==> src/hdl/fpq_pkg.sv <==
// ----------------------------------------------------------------------------
// fpq_pkg
// Shared types and constants of the float-to-PCM16 dither quantizer.
// ----------------------------------------------------------------------------
package fpq_pkg;

   localparam int QUEUE_DEPTH = 4;
   localparam int QUEUE_PTR_W = $clog2(QUEUE_DEPTH);
   localparam int QUEUE_CNT_W = $clog2(QUEUE_DEPTH + 1);

   localparam int FLOAT_W = 32;
   localparam int EXP_W   = 8;
   localparam int SIG_W   = 24;
   localparam int AMT_W   = 5;
   localparam int DITH_W  = 16;
   localparam int SEED_W  = 31;
   localparam int PCM_W   = 16;
   localparam int SHL_PAD = 20;
   localparam int MAG_W   = SIG_W + SHL_PAD;

   localparam logic [SEED_W-1:0] SEED_RESET = 31'h16BA2118;
   localparam logic [SEED_W-1:0] LCG_MUL    = 31'd1103515245;
   localparam logic [SEED_W-1:0] LCG_ADD    = 31'd12345;

   localparam logic [EXP_W-1:0] EXP_SPECIAL = 8'hFF;
   localparam logic [EXP_W-1:0] EXP_ZERO    = 8'h00;
   localparam logic [EXP_W-1:0] EXP_POINT   = 8'd119;
   localparam logic [EXP_W-1:0] SHR_LIMIT   = 8'd24;
   localparam logic [EXP_W-1:0] SHL_LIMIT   = 8'd20;

   localparam logic [PCM_W-1:0] PCM_MAX = 16'h7FFF;
   localparam logic [PCM_W-1:0] PCM_MIN = 16'h8000;

   typedef enum logic [1:0] {
      CLASS_NORMAL,
      CLASS_ZERO,
      CLASS_SPECIAL
   } class_type;

   typedef struct packed {
      class_type               cls;
      logic                    neg;
      logic                    shl;
      logic [AMT_W-1:0]        amt;
      logic [SIG_W-1:0]        sig;
      logic [DITH_W-1:0]       dither;
      logic                    block_end;
   } entry_type;

endpackage

==> src/hdl/float_to_pcm16_dither_quantizer_top.sv <==
// ----------------------------------------------------------------------------
// float_to_pcm16_dither_quantizer_top
// Converts single-precision audio samples to saturated 16-bit PCM with
// optional linear congruential dither.
// ----------------------------------------------------------------------------
//   Channel   Ports                                   Transfer
//   input     push, full, req_float_bits,             push && !full
//             req_block_end
//   result    empty, pop, rsp_pcm_sample,             pop && !empty
//             rsp_block_end_out
//   config    csr_write_enable, csr_write_data        csr_write_enable
//
// One sample per cycle sustained while the result side keeps popping. An
// accepted sample is written into a queue slot and from there loaded into the
// output register when nothing waits ahead of it; empty falls once it is there.
// The front cycle is set by the generator multiply, the back cycle by the
// exponent shift and the dither add. Synchronous reset empties the queue and
// the output, turns dither off and reloads the generator seed. A four-word
// queue absorbs result stalls; full rises once it holds four words.
// ----------------------------------------------------------------------------
module float_to_pcm16_dither_quantizer_top (
   input  logic                             clock,
   input  logic                             reset,
   input  logic                             csr_write_enable,
   input  logic                             csr_write_data,
   input  logic                             push,
   output logic                             full,
   input  logic [fpq_pkg::FLOAT_W-1:0]      req_float_bits,
   input  logic                             req_block_end,
   output logic                             empty,
   input  logic                             pop,
   output logic signed [fpq_pkg::PCM_W-1:0] rsp_pcm_sample,
   output logic                             rsp_block_end_out
);
   import fpq_pkg::*;

   logic      accept;
   entry_type front_entry;
   logic      head_valid;
   entry_type head_entry;
   logic      take;

   fpq_front u_front (
      .clock            (clock),
      .reset            (reset),
      .csr_write_enable (csr_write_enable),
      .csr_write_data   (csr_write_data),
      .push             (push),
      .float_bits       (req_float_bits),
      .block_end        (req_block_end),
      .queue_full       (full),
      .accept           (accept),
      .entry            (front_entry)
   );

   fpq_queue u_queue (
      .clock       (clock),
      .reset       (reset),
      .write       (accept),
      .write_entry (front_entry),
      .take        (take),
      .full        (full),
      .head_valid  (head_valid),
      .head_entry  (head_entry)
   );

   fpq_back u_back (
      .clock         (clock),
      .reset         (reset),
      .head_valid    (head_valid),
      .head_entry    (head_entry),
      .take          (take),
      .pop           (pop),
      .empty         (empty),
      .pcm_sample    (rsp_pcm_sample),
      .block_end_out (rsp_block_end_out)
   );

endmodule

==> src/hdl/fpq_front.sv <==
// ----------------------------------------------------------------------------
// fpq_front
// Accepts samples, advances the dither generator if enabled and classifies each float.
// ----------------------------------------------------------------------------
module fpq_front (
   input  logic                          clock,
   input  logic                          reset,
   input  logic                          csr_write_enable,
   input  logic                          csr_write_data,
   input  logic                          push,
   input  logic [fpq_pkg::FLOAT_W-1:0]   float_bits,
   input  logic                          block_end,
   input  logic                          queue_full,
   output logic                          accept,
   output fpq_pkg::entry_type            entry
);
   import fpq_pkg::*;

   logic              dither_enable_ff;
   logic              dither_enable_in;
   logic [SEED_W-1:0] seed_ff;
   logic [SEED_W-1:0] seed_in;
   logic [SEED_W-1:0] seed_next;
   logic [EXP_W-1:0]  exp_field;
   logic [EXP_W-1:0]  up_amt;
   logic [EXP_W-1:0]  down_amt;

   assign accept    = push && !queue_full;
   assign seed_next = seed_ff * LCG_MUL + LCG_ADD;
   assign exp_field = float_bits[FLOAT_W-2 -: EXP_W];
   assign up_amt    = exp_field - EXP_POINT;
   assign down_amt  = EXP_POINT - exp_field;

   always_comb begin
      dither_enable_in = csr_write_enable ? csr_write_data : dither_enable_ff;
      seed_in          = (accept && dither_enable_ff) ? seed_next : seed_ff;
   end

   always_ff @(posedge clock) begin
      if (reset) begin
         dither_enable_ff <= 1'b0;
         seed_ff          <= SEED_RESET;
      end else begin
         dither_enable_ff <= dither_enable_in;
         seed_ff          <= seed_in;
      end
   end

   always_comb begin
      entry.neg       = float_bits[FLOAT_W-1];
      entry.sig       = {1'b1, float_bits[SIG_W-2:0]};
      entry.block_end = block_end;
      entry.dither    = dither_enable_ff ? seed_next[SEED_W-1 -: DITH_W] : '0;
      entry.shl       = 1'b1;
      entry.amt       = '0;
      entry.cls       = CLASS_NORMAL;
      priority if (exp_field == EXP_SPECIAL) begin
         entry.cls = CLASS_SPECIAL;
      end else if (exp_field == EXP_ZERO) begin
         entry.cls = CLASS_ZERO;
      end else if (exp_field >= EXP_POINT) begin
         // Larger exponents all saturate, so the left shift is capped.
         entry.amt = (up_amt > SHL_LIMIT) ? SHL_LIMIT[AMT_W-1:0] : up_amt[AMT_W-1:0];
      end else if (down_amt >= SHR_LIMIT) begin
         entry.cls = CLASS_ZERO;
      end else begin
         entry.shl = 1'b0;
         entry.amt = down_amt[AMT_W-1:0];
      end
   end

endmodule

==> src/hdl/fpq_queue.sv <==
// ----------------------------------------------------------------------------
// fpq_queue
// Short queue of classified samples between the front and the back.
// ----------------------------------------------------------------------------
module fpq_queue (
   input  logic                clock,
   input  logic                reset,
   input  logic                write,
   input  fpq_pkg::entry_type  write_entry,
   input  logic                take,
   output logic                full,
   output logic                head_valid,
   output fpq_pkg::entry_type  head_entry
);
   import fpq_pkg::*;

   entry_type              slot_ff [QUEUE_DEPTH];
   logic [QUEUE_PTR_W-1:0] wr_ptr_ff;
   logic [QUEUE_PTR_W-1:0] wr_ptr_in;
   logic [QUEUE_PTR_W-1:0] rd_ptr_ff;
   logic [QUEUE_PTR_W-1:0] rd_ptr_in;
   logic [QUEUE_CNT_W-1:0] count_ff;
   logic [QUEUE_CNT_W-1:0] count_in;
   logic                   do_write;
   logic                   do_take;

   assign full       = (count_ff == QUEUE_CNT_W'(QUEUE_DEPTH));
   assign head_valid = (count_ff != '0);
   assign head_entry = slot_ff[rd_ptr_ff];
   assign do_write   = write && !full;
   assign do_take    = take && head_valid;

   always_comb begin
      wr_ptr_in = wr_ptr_ff;
      rd_ptr_in = rd_ptr_ff;
      count_in  = count_ff;
      if (do_write) begin
         wr_ptr_in = (wr_ptr_ff == QUEUE_PTR_W'(QUEUE_DEPTH - 1)) ? '0 : wr_ptr_ff + 1'b1;
      end
      if (do_take) begin
         rd_ptr_in = (rd_ptr_ff == QUEUE_PTR_W'(QUEUE_DEPTH - 1)) ? '0 : rd_ptr_ff + 1'b1;
      end
      if (do_write && !do_take) begin
         count_in = count_ff + 1'b1;
      end else if (do_take && !do_write) begin
         count_in = count_ff - 1'b1;
      end
   end

   always_ff @(posedge clock) begin
      if (reset) begin
         wr_ptr_ff <= '0;
         rd_ptr_ff <= '0;
         count_ff  <= '0;
      end else begin
         wr_ptr_ff <= wr_ptr_in;
         rd_ptr_ff <= rd_ptr_in;
         count_ff  <= count_in;
      end
   end

   always_ff @(posedge clock) begin
      if (do_write) begin
         slot_ff[wr_ptr_ff] <= write_entry;
      end
   end

endmodule

==> src/hdl/fpq_back.sv <==
// ----------------------------------------------------------------------------
// fpq_back
// Scales, dithers, truncates and saturates one sample per cycle while the output is free.
// ----------------------------------------------------------------------------
module fpq_back (
   input  logic                             clock,
   input  logic                             reset,
   input  logic                             head_valid,
   input  fpq_pkg::entry_type               head_entry,
   output logic                             take,
   input  logic                             pop,
   output logic                             empty,
   output logic signed [fpq_pkg::PCM_W-1:0] pcm_sample,
   output logic                             block_end_out
);
   import fpq_pkg::*;

   logic             out_valid_ff;
   logic             out_valid_in;
   logic [PCM_W-1:0] pcm_ff;
   logic [PCM_W-1:0] pcm_in;
   logic             block_end_ff;
   logic [MAG_W-1:0] mag;
   logic [MAG_W:0]   sum;
   logic [MAG_W:0]   diff;
   logic             out_free;

   assign out_free      = !out_valid_ff || pop;
   assign take          = head_valid && out_free;
   assign empty         = !out_valid_ff;
   assign pcm_sample    = $signed(pcm_ff);
   assign block_end_out = block_end_ff;

   // Magnitude of the sample times 2^31, truncated.
   assign mag  = head_entry.shl
               ? ({{SHL_PAD{1'b0}}, head_entry.sig} << head_entry.amt)
               : ({{SHL_PAD{1'b0}}, head_entry.sig} >> head_entry.amt);
   assign sum  = {1'b0, mag} + {{(MAG_W + 1 - DITH_W){1'b0}}, head_entry.dither};
   assign diff = {1'b0, mag} - {{(MAG_W + 1 - DITH_W){1'b0}}, head_entry.dither};

   always_comb begin
      pcm_in = '0;
      unique case (head_entry.cls)
         CLASS_SPECIAL: pcm_in = head_entry.neg ? PCM_MIN : PCM_MAX;
         CLASS_ZERO:    pcm_in = '0;
         CLASS_NORMAL: begin
            if (!head_entry.neg) begin
               pcm_in = (|sum[MAG_W:DITH_W+PCM_W-1]) ? PCM_MAX : sum[DITH_W +: PCM_W];
            end else if (diff[MAG_W]) begin
               // Dither larger than the magnitude truncates to zero.
               pcm_in = '0;
            end else if (|diff[MAG_W-1:DITH_W+PCM_W-1]) begin
               pcm_in = PCM_MIN;
            end else begin
               pcm_in = ~diff[DITH_W +: PCM_W] + 1'b1;
            end
         end
         default: pcm_in = '0;
      endcase
   end

   always_comb begin
      out_valid_in = out_valid_ff;
      if (take) begin
         out_valid_in = 1'b1;
      end else if (pop) begin
         out_valid_in = 1'b0;
      end
   end

   always_ff @(posedge clock) begin
      if (reset) begin
         out_valid_ff <= 1'b0;
      end else begin
         out_valid_ff <= out_valid_in;
      end
   end

   always_ff @(posedge clock) begin
      if (take) begin
         pcm_ff       <= pcm_in;
         block_end_ff <= head_entry.block_end;
      end
   end

endmodule

==> config.mk <==
export PLATFORM = sky130hd
export DESIGN_NAME = float_to_pcm16_dither_quantizer_top
export DESIGN_NICKNAME = d
export VERILOG_FILES = /design/src/hdl/fpq_pkg.sv /design/src/hdl/float_to_pcm16_dither_quantizer_top.sv /design/src/hdl/fpq_front.sv /design/src/hdl/fpq_queue.sv /design/src/hdl/fpq_back.sv
export SDC_FILE = /design/constraint.sdc
export NUM_CORES = 1
export LEC_CHECK = 0
export ABC_AREA = 1
export BUFFER_PORTS_ARGS = -buffer_cell sky130_fd_sc_hd__buf_2
export CORE_MARGIN = 2
export CORE_UTILIZATION = 40
export DETAILED_ROUTE_END_ITERATION = 8
export HOLD_SLACK_MARGIN = 0.02
export SYNTH_ARGS = -nofsm -noshare
export SYNTH_HDL_FRONTEND = slang
export SYNTH_SLANG_ARGS = --single-unit
==> constraint.sdc <==
create_clock -name clock -period 8.9 [get_ports clock]
set_input_delay 0.445 -clock clock [delete_from_list [all_inputs] [get_ports clock]]
set_output_delay 0.445 -clock clock [all_outputs]
set_load 0.005 [all_outputs]
==> flow_metrics.tcl, run 1 <==
set metrics [dict create \
    cts_setup_buffers 0 \
    holdCritPathClass "in2reg" \
    placementRows 92 \
    path_class "reg2reg" \
    synth_seq_cells 255 \
    die_w_um 257 \
    grt_overflow_total 0 \
    period_minus_slack_ns 7.30 \
    reg2regPathDepth 24 \
    gp_congestion 0.946 \
    critPathRequiredTime_ns 9.29 \
    outcome "finished, final reports clean" \
    post_cts_resized 0 \
    io_pins 58 \
    cts.clk_slew.worst_paths_ns 0.08 \
    path_cells "inv_1, ha_1, inv_1, ha_1, fa_1, fa_1, ha_1, ha_1, inv_1, fa_1, inv_1, fa_1, ha_1, a21oi_1, a21boi_0, o21ai_0, a21oi_1, o21ai_0, a21boi_0, o21ai_0, a21boi_0, o21ai_0, or2_2, a21oi_1" \
    cts_tree "done" \
    slowest_delay_ns 0.67 \
    fin_tns_setup_ns 0 \
    drv_slew 0 \
    synth_edf_count 213 \
    finalSetupViolCount 0 \
    yosysWarnings 0 \
    port_buffers 57 \
    clock-root-buffer "clkbuf_16" \
    cap_violations 0 \
    drt_first_pass_iters 6 \
    dieArea_sq_um 66000 \
    htreeDepth 1 \
    end_kind "flip-flop" \
    cp.arrival_ns 7.69 \
    synthArstFlopShare_pct 0 \
    clock.fmax_mhz 137 \
    synthCells 3197 \
    synth_area_sq_um 25600 \
    synthesis.nets 3654 \
    cp_max_fo 10 \
    hpwl_um 54400 \
    grt_max_degree 71 \
    drtIter0Drc 1494 \
    grt_usage_pct 21.0 \
    finalCritPeriodShare_pct 82.1 \
    tightest_slew_ns 0.951 \
    relSlewSlack_pct 36.0 \
    core_sq_um 63200 \
    wirelength_um 68400 \
    holdPathStages 1 \
    mostFrequentLayoutCells "659 x nand2_1, 641 x inv_1, 339 x nand3_1" \
    finalNetCount 3674 \
    synth_cell_types 64 \
    grt_pass1_vias 19852 \
    antenna_found_initial 1 \
    cts_sinks 255 \
    die_h_um 257 \
    finalHoldViolations 0 \
    fin_worst_skew_ns 0.0370 \
    worst_setup_path_start_kind "flip-flop" \
    grt_setup_unrepaired "false" \
    seq_area_frac_synth_pct 28.3 \
    cts_buffers 29 \
    cts.path.max_buffers 3 \
    hold_buffers 0 \
    area_delta_synth_final_pct 7.44 \
    ys.flop_type "edfxtp_1" \
    drc_errors 0 \
    synth_area_per_cell_sq_um 8.01 \
    via_per_inst 4.99 \
    crit_path_top_delay_cell "dfxtp_1" \
    layout_commonest_cell "nand2_1" \
    grt_pass1_wl_um 110000 \
    crit_top_cell "ha_1" \
    ant_nets 0 \
    post_drt_wl_per_cell_um 16.7 \
    vias 20404 \
    insertion_delay_ns 0.59 \
    initial_core_util_pct 40.5 \
    drive_gt1_share_pct 9.17 \
]
==> final timing paths <==
kind                        from                endpoint  slack (ns)
min reg2reg  u_queue.count_ff[1]     u_queue.count_ff[1]        0.50
max           u_front.seed_ff[0]  u_queue.slot_ff[1][13]        1.60
max reg2reg   u_front.seed_ff[0]  u_queue.slot_ff[1][13]        1.60
min            req_float_bits[7]  u_queue.slot_ff[0][24]        0.07
==> final cells by class <==
type | instances | area [sq um]
fill | 6384 | 35700
clock buffer | 32 | 737
tap | 846 | 1060
sequential | 255 | 7240
clock inverter | 22 | 145
timing repair buffer | 77 | 435
antenna | 1 | 2.50
inverter | 671 | 2530
multi-input combinational | 2183 | 15400
==> cells by family after synthesis <==
logic type               synth area share, %
flip-flops                              28.3
buffers and inverters                   11.9
AND/OR/NAND/NOR                         23.9
adder cells (fa/ha/maj)                 25.9
XOR/XNOR                                2.19
AO/OA/AOI/OAI                           7.88
==> cells in the mapped netlist, drive strengths merged, types with 3 or more instances <==
master / instances / area share (%)
or2: 34 / 0.83
clkinv: 5 / 0.098
nor4: 4 / 0.098
a32oi: 17 / 0.58
nand3: 354 / 7.3
a21boi: 7 / 0.21
xnor2: 32 / 1.1
a21oi: 153 / 3.3
o22ai: 5 / 0.12
dfxtp: 42 / 3.3
inv: 666 / 9.8
fa: 185 / 14
o21ai: 108 / 2.2
xor2: 32 / 1.1
nor3: 16 / 0.35
nand4: 23 / 0.59
o221ai: 6 / 0.21
edfxtp: 213 / 25
o311ai: 3 / 0.10
o211ai: 13 / 0.38
clkbuf: 32 / 0.51
buf: 56 / 1.5
o31ai: 8 / 0.23
and2: 8 / 0.20
a31oi: 5 / 0.12
ha: 233 / 11
nand2: 699 / 11
nor2: 220 / 3.7
==> metal layers <==
metal	wire, um	GRT usage [%]	vias to the layer above
li1	-	-	10255
met1	31100	28.8	9602
met2	32600	35.7	476
met3	3370	2.41	71
met4	1330	4.55	0
met5	0	0	-
==> critical path: cells and delay by family, from the launching register on <==
kind	cells	cell delay, ns
compound gates	10	2.21
fa+ha+maj	9	3.53
flops	1	0.67
simple gates	1	0.30
buf+inv	4	0.41
==> metrics by stage <==
stage / util (%) / area, sq um / worst slack (ns) / hold WS (ns) / cells
floorplan: - / 25600 / 2.30 / 0.465 / 3197
global route: 43.5 / 27500 / 1.03 / 0.0511 / 4087
global placement: 42.1 / 26600 / 1.64 / 0.488 / 4032
CTS: 43.5 / 27500 / 1.54 / 0.0385 / 4086
detailed placement: 42.1 / 26600 / 1.57 / 0.494 / 4032
finish: 43.5 / 27500 / 1.60 / 0.0684 / 4087
==> flip-flops by register name, summed over array words and instances (netlist names), named ones only <==
signal	count
u_back.block_end_out	1
u_back.out_valid_ff	1
u_back.pcm_sample	16
u_front.dither_enable_ff	1
u_front.seed_ff	31
u_queue.count_ff	3
u_queue.rd_ptr_ff	2
u_queue.slot_ff	196
u_queue.wr_ptr_ff	2
Power of run 1 is left out: the tool's default activity adds up to more than one toggle a clock period on the data nets, which glitch-free logic cannot reach.
==> run 2: changes to the inputs <==
clock period = 7.1 ns   (was 8.9 ns; I/O delays follow)
==> flow_metrics.tcl, run 2 (synthesis gave the netlist of run 1 again) <==
set metrics [dict create \
    placementRows 92 \
    cp_max_fo 4 \
    cts.clk_slew.worst_paths_ns 0.06 \
    grt_overflow_total 0 \
    layout_commonest_cell "nand2_1" \
    finalSetupViolCount 0 \
    area_delta_synth_final_pct 9.32 \
    top_usage_layer "met2" \
    r2r-start "u_front.seed_ff[8]" \
    htreeDepth 1 \
    dp_cells 4052 \
    cts_sinks 255 \
    cts_setup_buffers 0 \
    regMostFlops "u_queue.slot_ff" \
    dieArea_sq_um 66000 \
    fin_worst_skew_ns 0.0150 \
    gr-usage-met2_pct 36.5 \
    drv_slew 0 \
    grt_setup_unrepaired "false" \
    antenna_cells 0 \
    instances_no_fill 4131 \
    cts_buffers 29 \
    largest_reg_flops 196 \
    clock-root-buffer "clkbuf_16" \
    hpwl_um 55200 \
    io_pins 58 \
    finalCritPeriodShare_pct 94.3 \
    finalNetCount 3719 \
    die_h_um 257 \
    slowest_delay_ns 0.52 \
    finalHoldViolations 0 \
    via_per_inst 5.04 \
    grt_pass1_wl_um 111000 \
    initial_core_util_pct 40.5 \
    r2r_slack_ns 0.40 \
    grt_pass1_vias 20340 \
    grt_max_degree 52 \
    end_kind "flip-flop" \
    cp.arrival_ns 7.10 \
    insertion_delay_ns 0.57 \
    drive_gt1_share_pct 9.83 \
    wirelength_um 69400 \
    holdPathStages 3 \
    n_fill_cell 6347 \
    gp_congestion 0.978 \
    timing.hold.ws_ns 0.0654 \
    ant_nets 0 \
    vias 20806 \
    reg2reg_to "u_queue.slot_ff[1][13]" \
    relSlewSlack_pct 40.4 \
    cap_violations 0 \
    worst_setup_path_start_kind "flip-flop" \
    path_class "reg2reg" \
    met1_usage_pct 28.7 \
    critPathRequiredTime_ns 7.51 \
    drc_errors 0 \
    grt_usage_pct 21.1 \
    antenna_found_initial 1 \
    hold_end "u_front.dither_enable_ff" \
    post_drt_wl_per_cell_um 16.8 \
    crit_path_top_delay_cell "fa_1" \
    mostFrequentLayoutCells "659 x nand2_1, 641 x inv_1, 339 x nand3_1" \
    cts.path.max_buffers 3 \
    holdCritPathClass "in2reg" \
    outcome "finished, final reports clean" \
    reg2regPathDepth 25 \
    drt_first_pass_iters 8 \
    met3_usage_pct 1.79 \
    die_w_um 257 \
    hp-start "csr_write_data" \
    fin_tns_setup_ns 0 \
    period_minus_slack_ns 6.70 \
    cts_tree "done" \
    drtIter0Drc 1631 \
    clock.fmax_mhz 149 \
    port_buffers 57 \
    tightest_slew_ns 0.883 \
    core_sq_um 63200 \
]
run 2: changes by cell type in the layout (fill, tap and decap cells not counted), moves of 3 or more:
| cell | before | now |
|---|---|---|
| dlygate4sd3_1 | 0 | 25 |
| buf_4 | 20 | 40 |
| inv_6 | 1 | 7 |
| a21oi_1 | 132 | 128 |
| a21oi_2 | 20 | 24 |
| clkinv_1 | 9 | 5 |
| clkbuf_1 | 3 | 6 |
| clkinv_2 | 8 | 5 |
| clkinvlp_4 | 4 | 1 |
| o21ai_0 | 93 | 90 |
run 2: layer usage:
layer  vias up  routed length (um)
met5         -                   0
met3        94                3120
li1      10359                   -
met4         0                1600
met2       510               33200
met1      9843               31500
run 2: critical path: cells and delay by family, from the launching register on:
| family | cells | cell delay [ns] |
|---|---|---|
| adders and majority gates | 9 | 4.02 |
| AOI/OAI and AO/OA | 9 | 1.56 |
| DFF | 1 | 0.34 |
| and+or+nand+nor | 1 | 0.31 |
| buffers and inverters | 6 | 0.28 |
run 2: worst max path at each step:
stage	startpoint	end	slack [ns]	cells past startpoint
after floorplan	u_front.seed_ff[8]	u_queue.slot_ff[0][13]	0.50	25
after global placement	u_front.seed_ff[8]	u_queue.slot_ff[0][13]	0.06	25
after detailed placement	u_front.seed_ff[8]	u_queue.slot_ff[0][13]	0.03	25
after CTS	u_front.seed_ff[8]	u_queue.slot_ff[0][13]	0.07	25
after global routing	u_front.seed_ff[8]	u_queue.slot_ff[3][13]	0.007	25
final	u_front.seed_ff[8]	u_queue.slot_ff[1][13]	0.40	25
run 2: repair_timing:
item | 4_1_cts | 5_1_grt
endpoints found under the setup margin | 4 | 27
gates resized for setup | 1 | 10
hold endpoints to repair | 100 | 0
gates cloned | 0 | 0
hold buffers | 25 | 0
run 2: cell type report:
class,instances,area (sq um),share of cell area [%]
Sequential cell,255,7240,25.9
Tap cell,846,1060,3.78
Multi-Input combinational cell,2183,15400,54.9
Timing Repair Buffer,122,836,2.99
Inverter,671,2530,9.04
Clock buffer,36,762,2.72
Clock inverter,18,185,0.662
run 2: per-stage QoR:
stage	worst slack [ns]	util, %	cell area [sq um]
after detailed placement	0.0307	42.4	26800
after global routing	0.00726	44.3	28000
after floorplan	0.496	-	25600
after CTS	0.0686	44.3	28000
final	0.403	44.3	28000
after global placement	0.0606	42.4	26800
Power of run 2 is left out for the same reason.
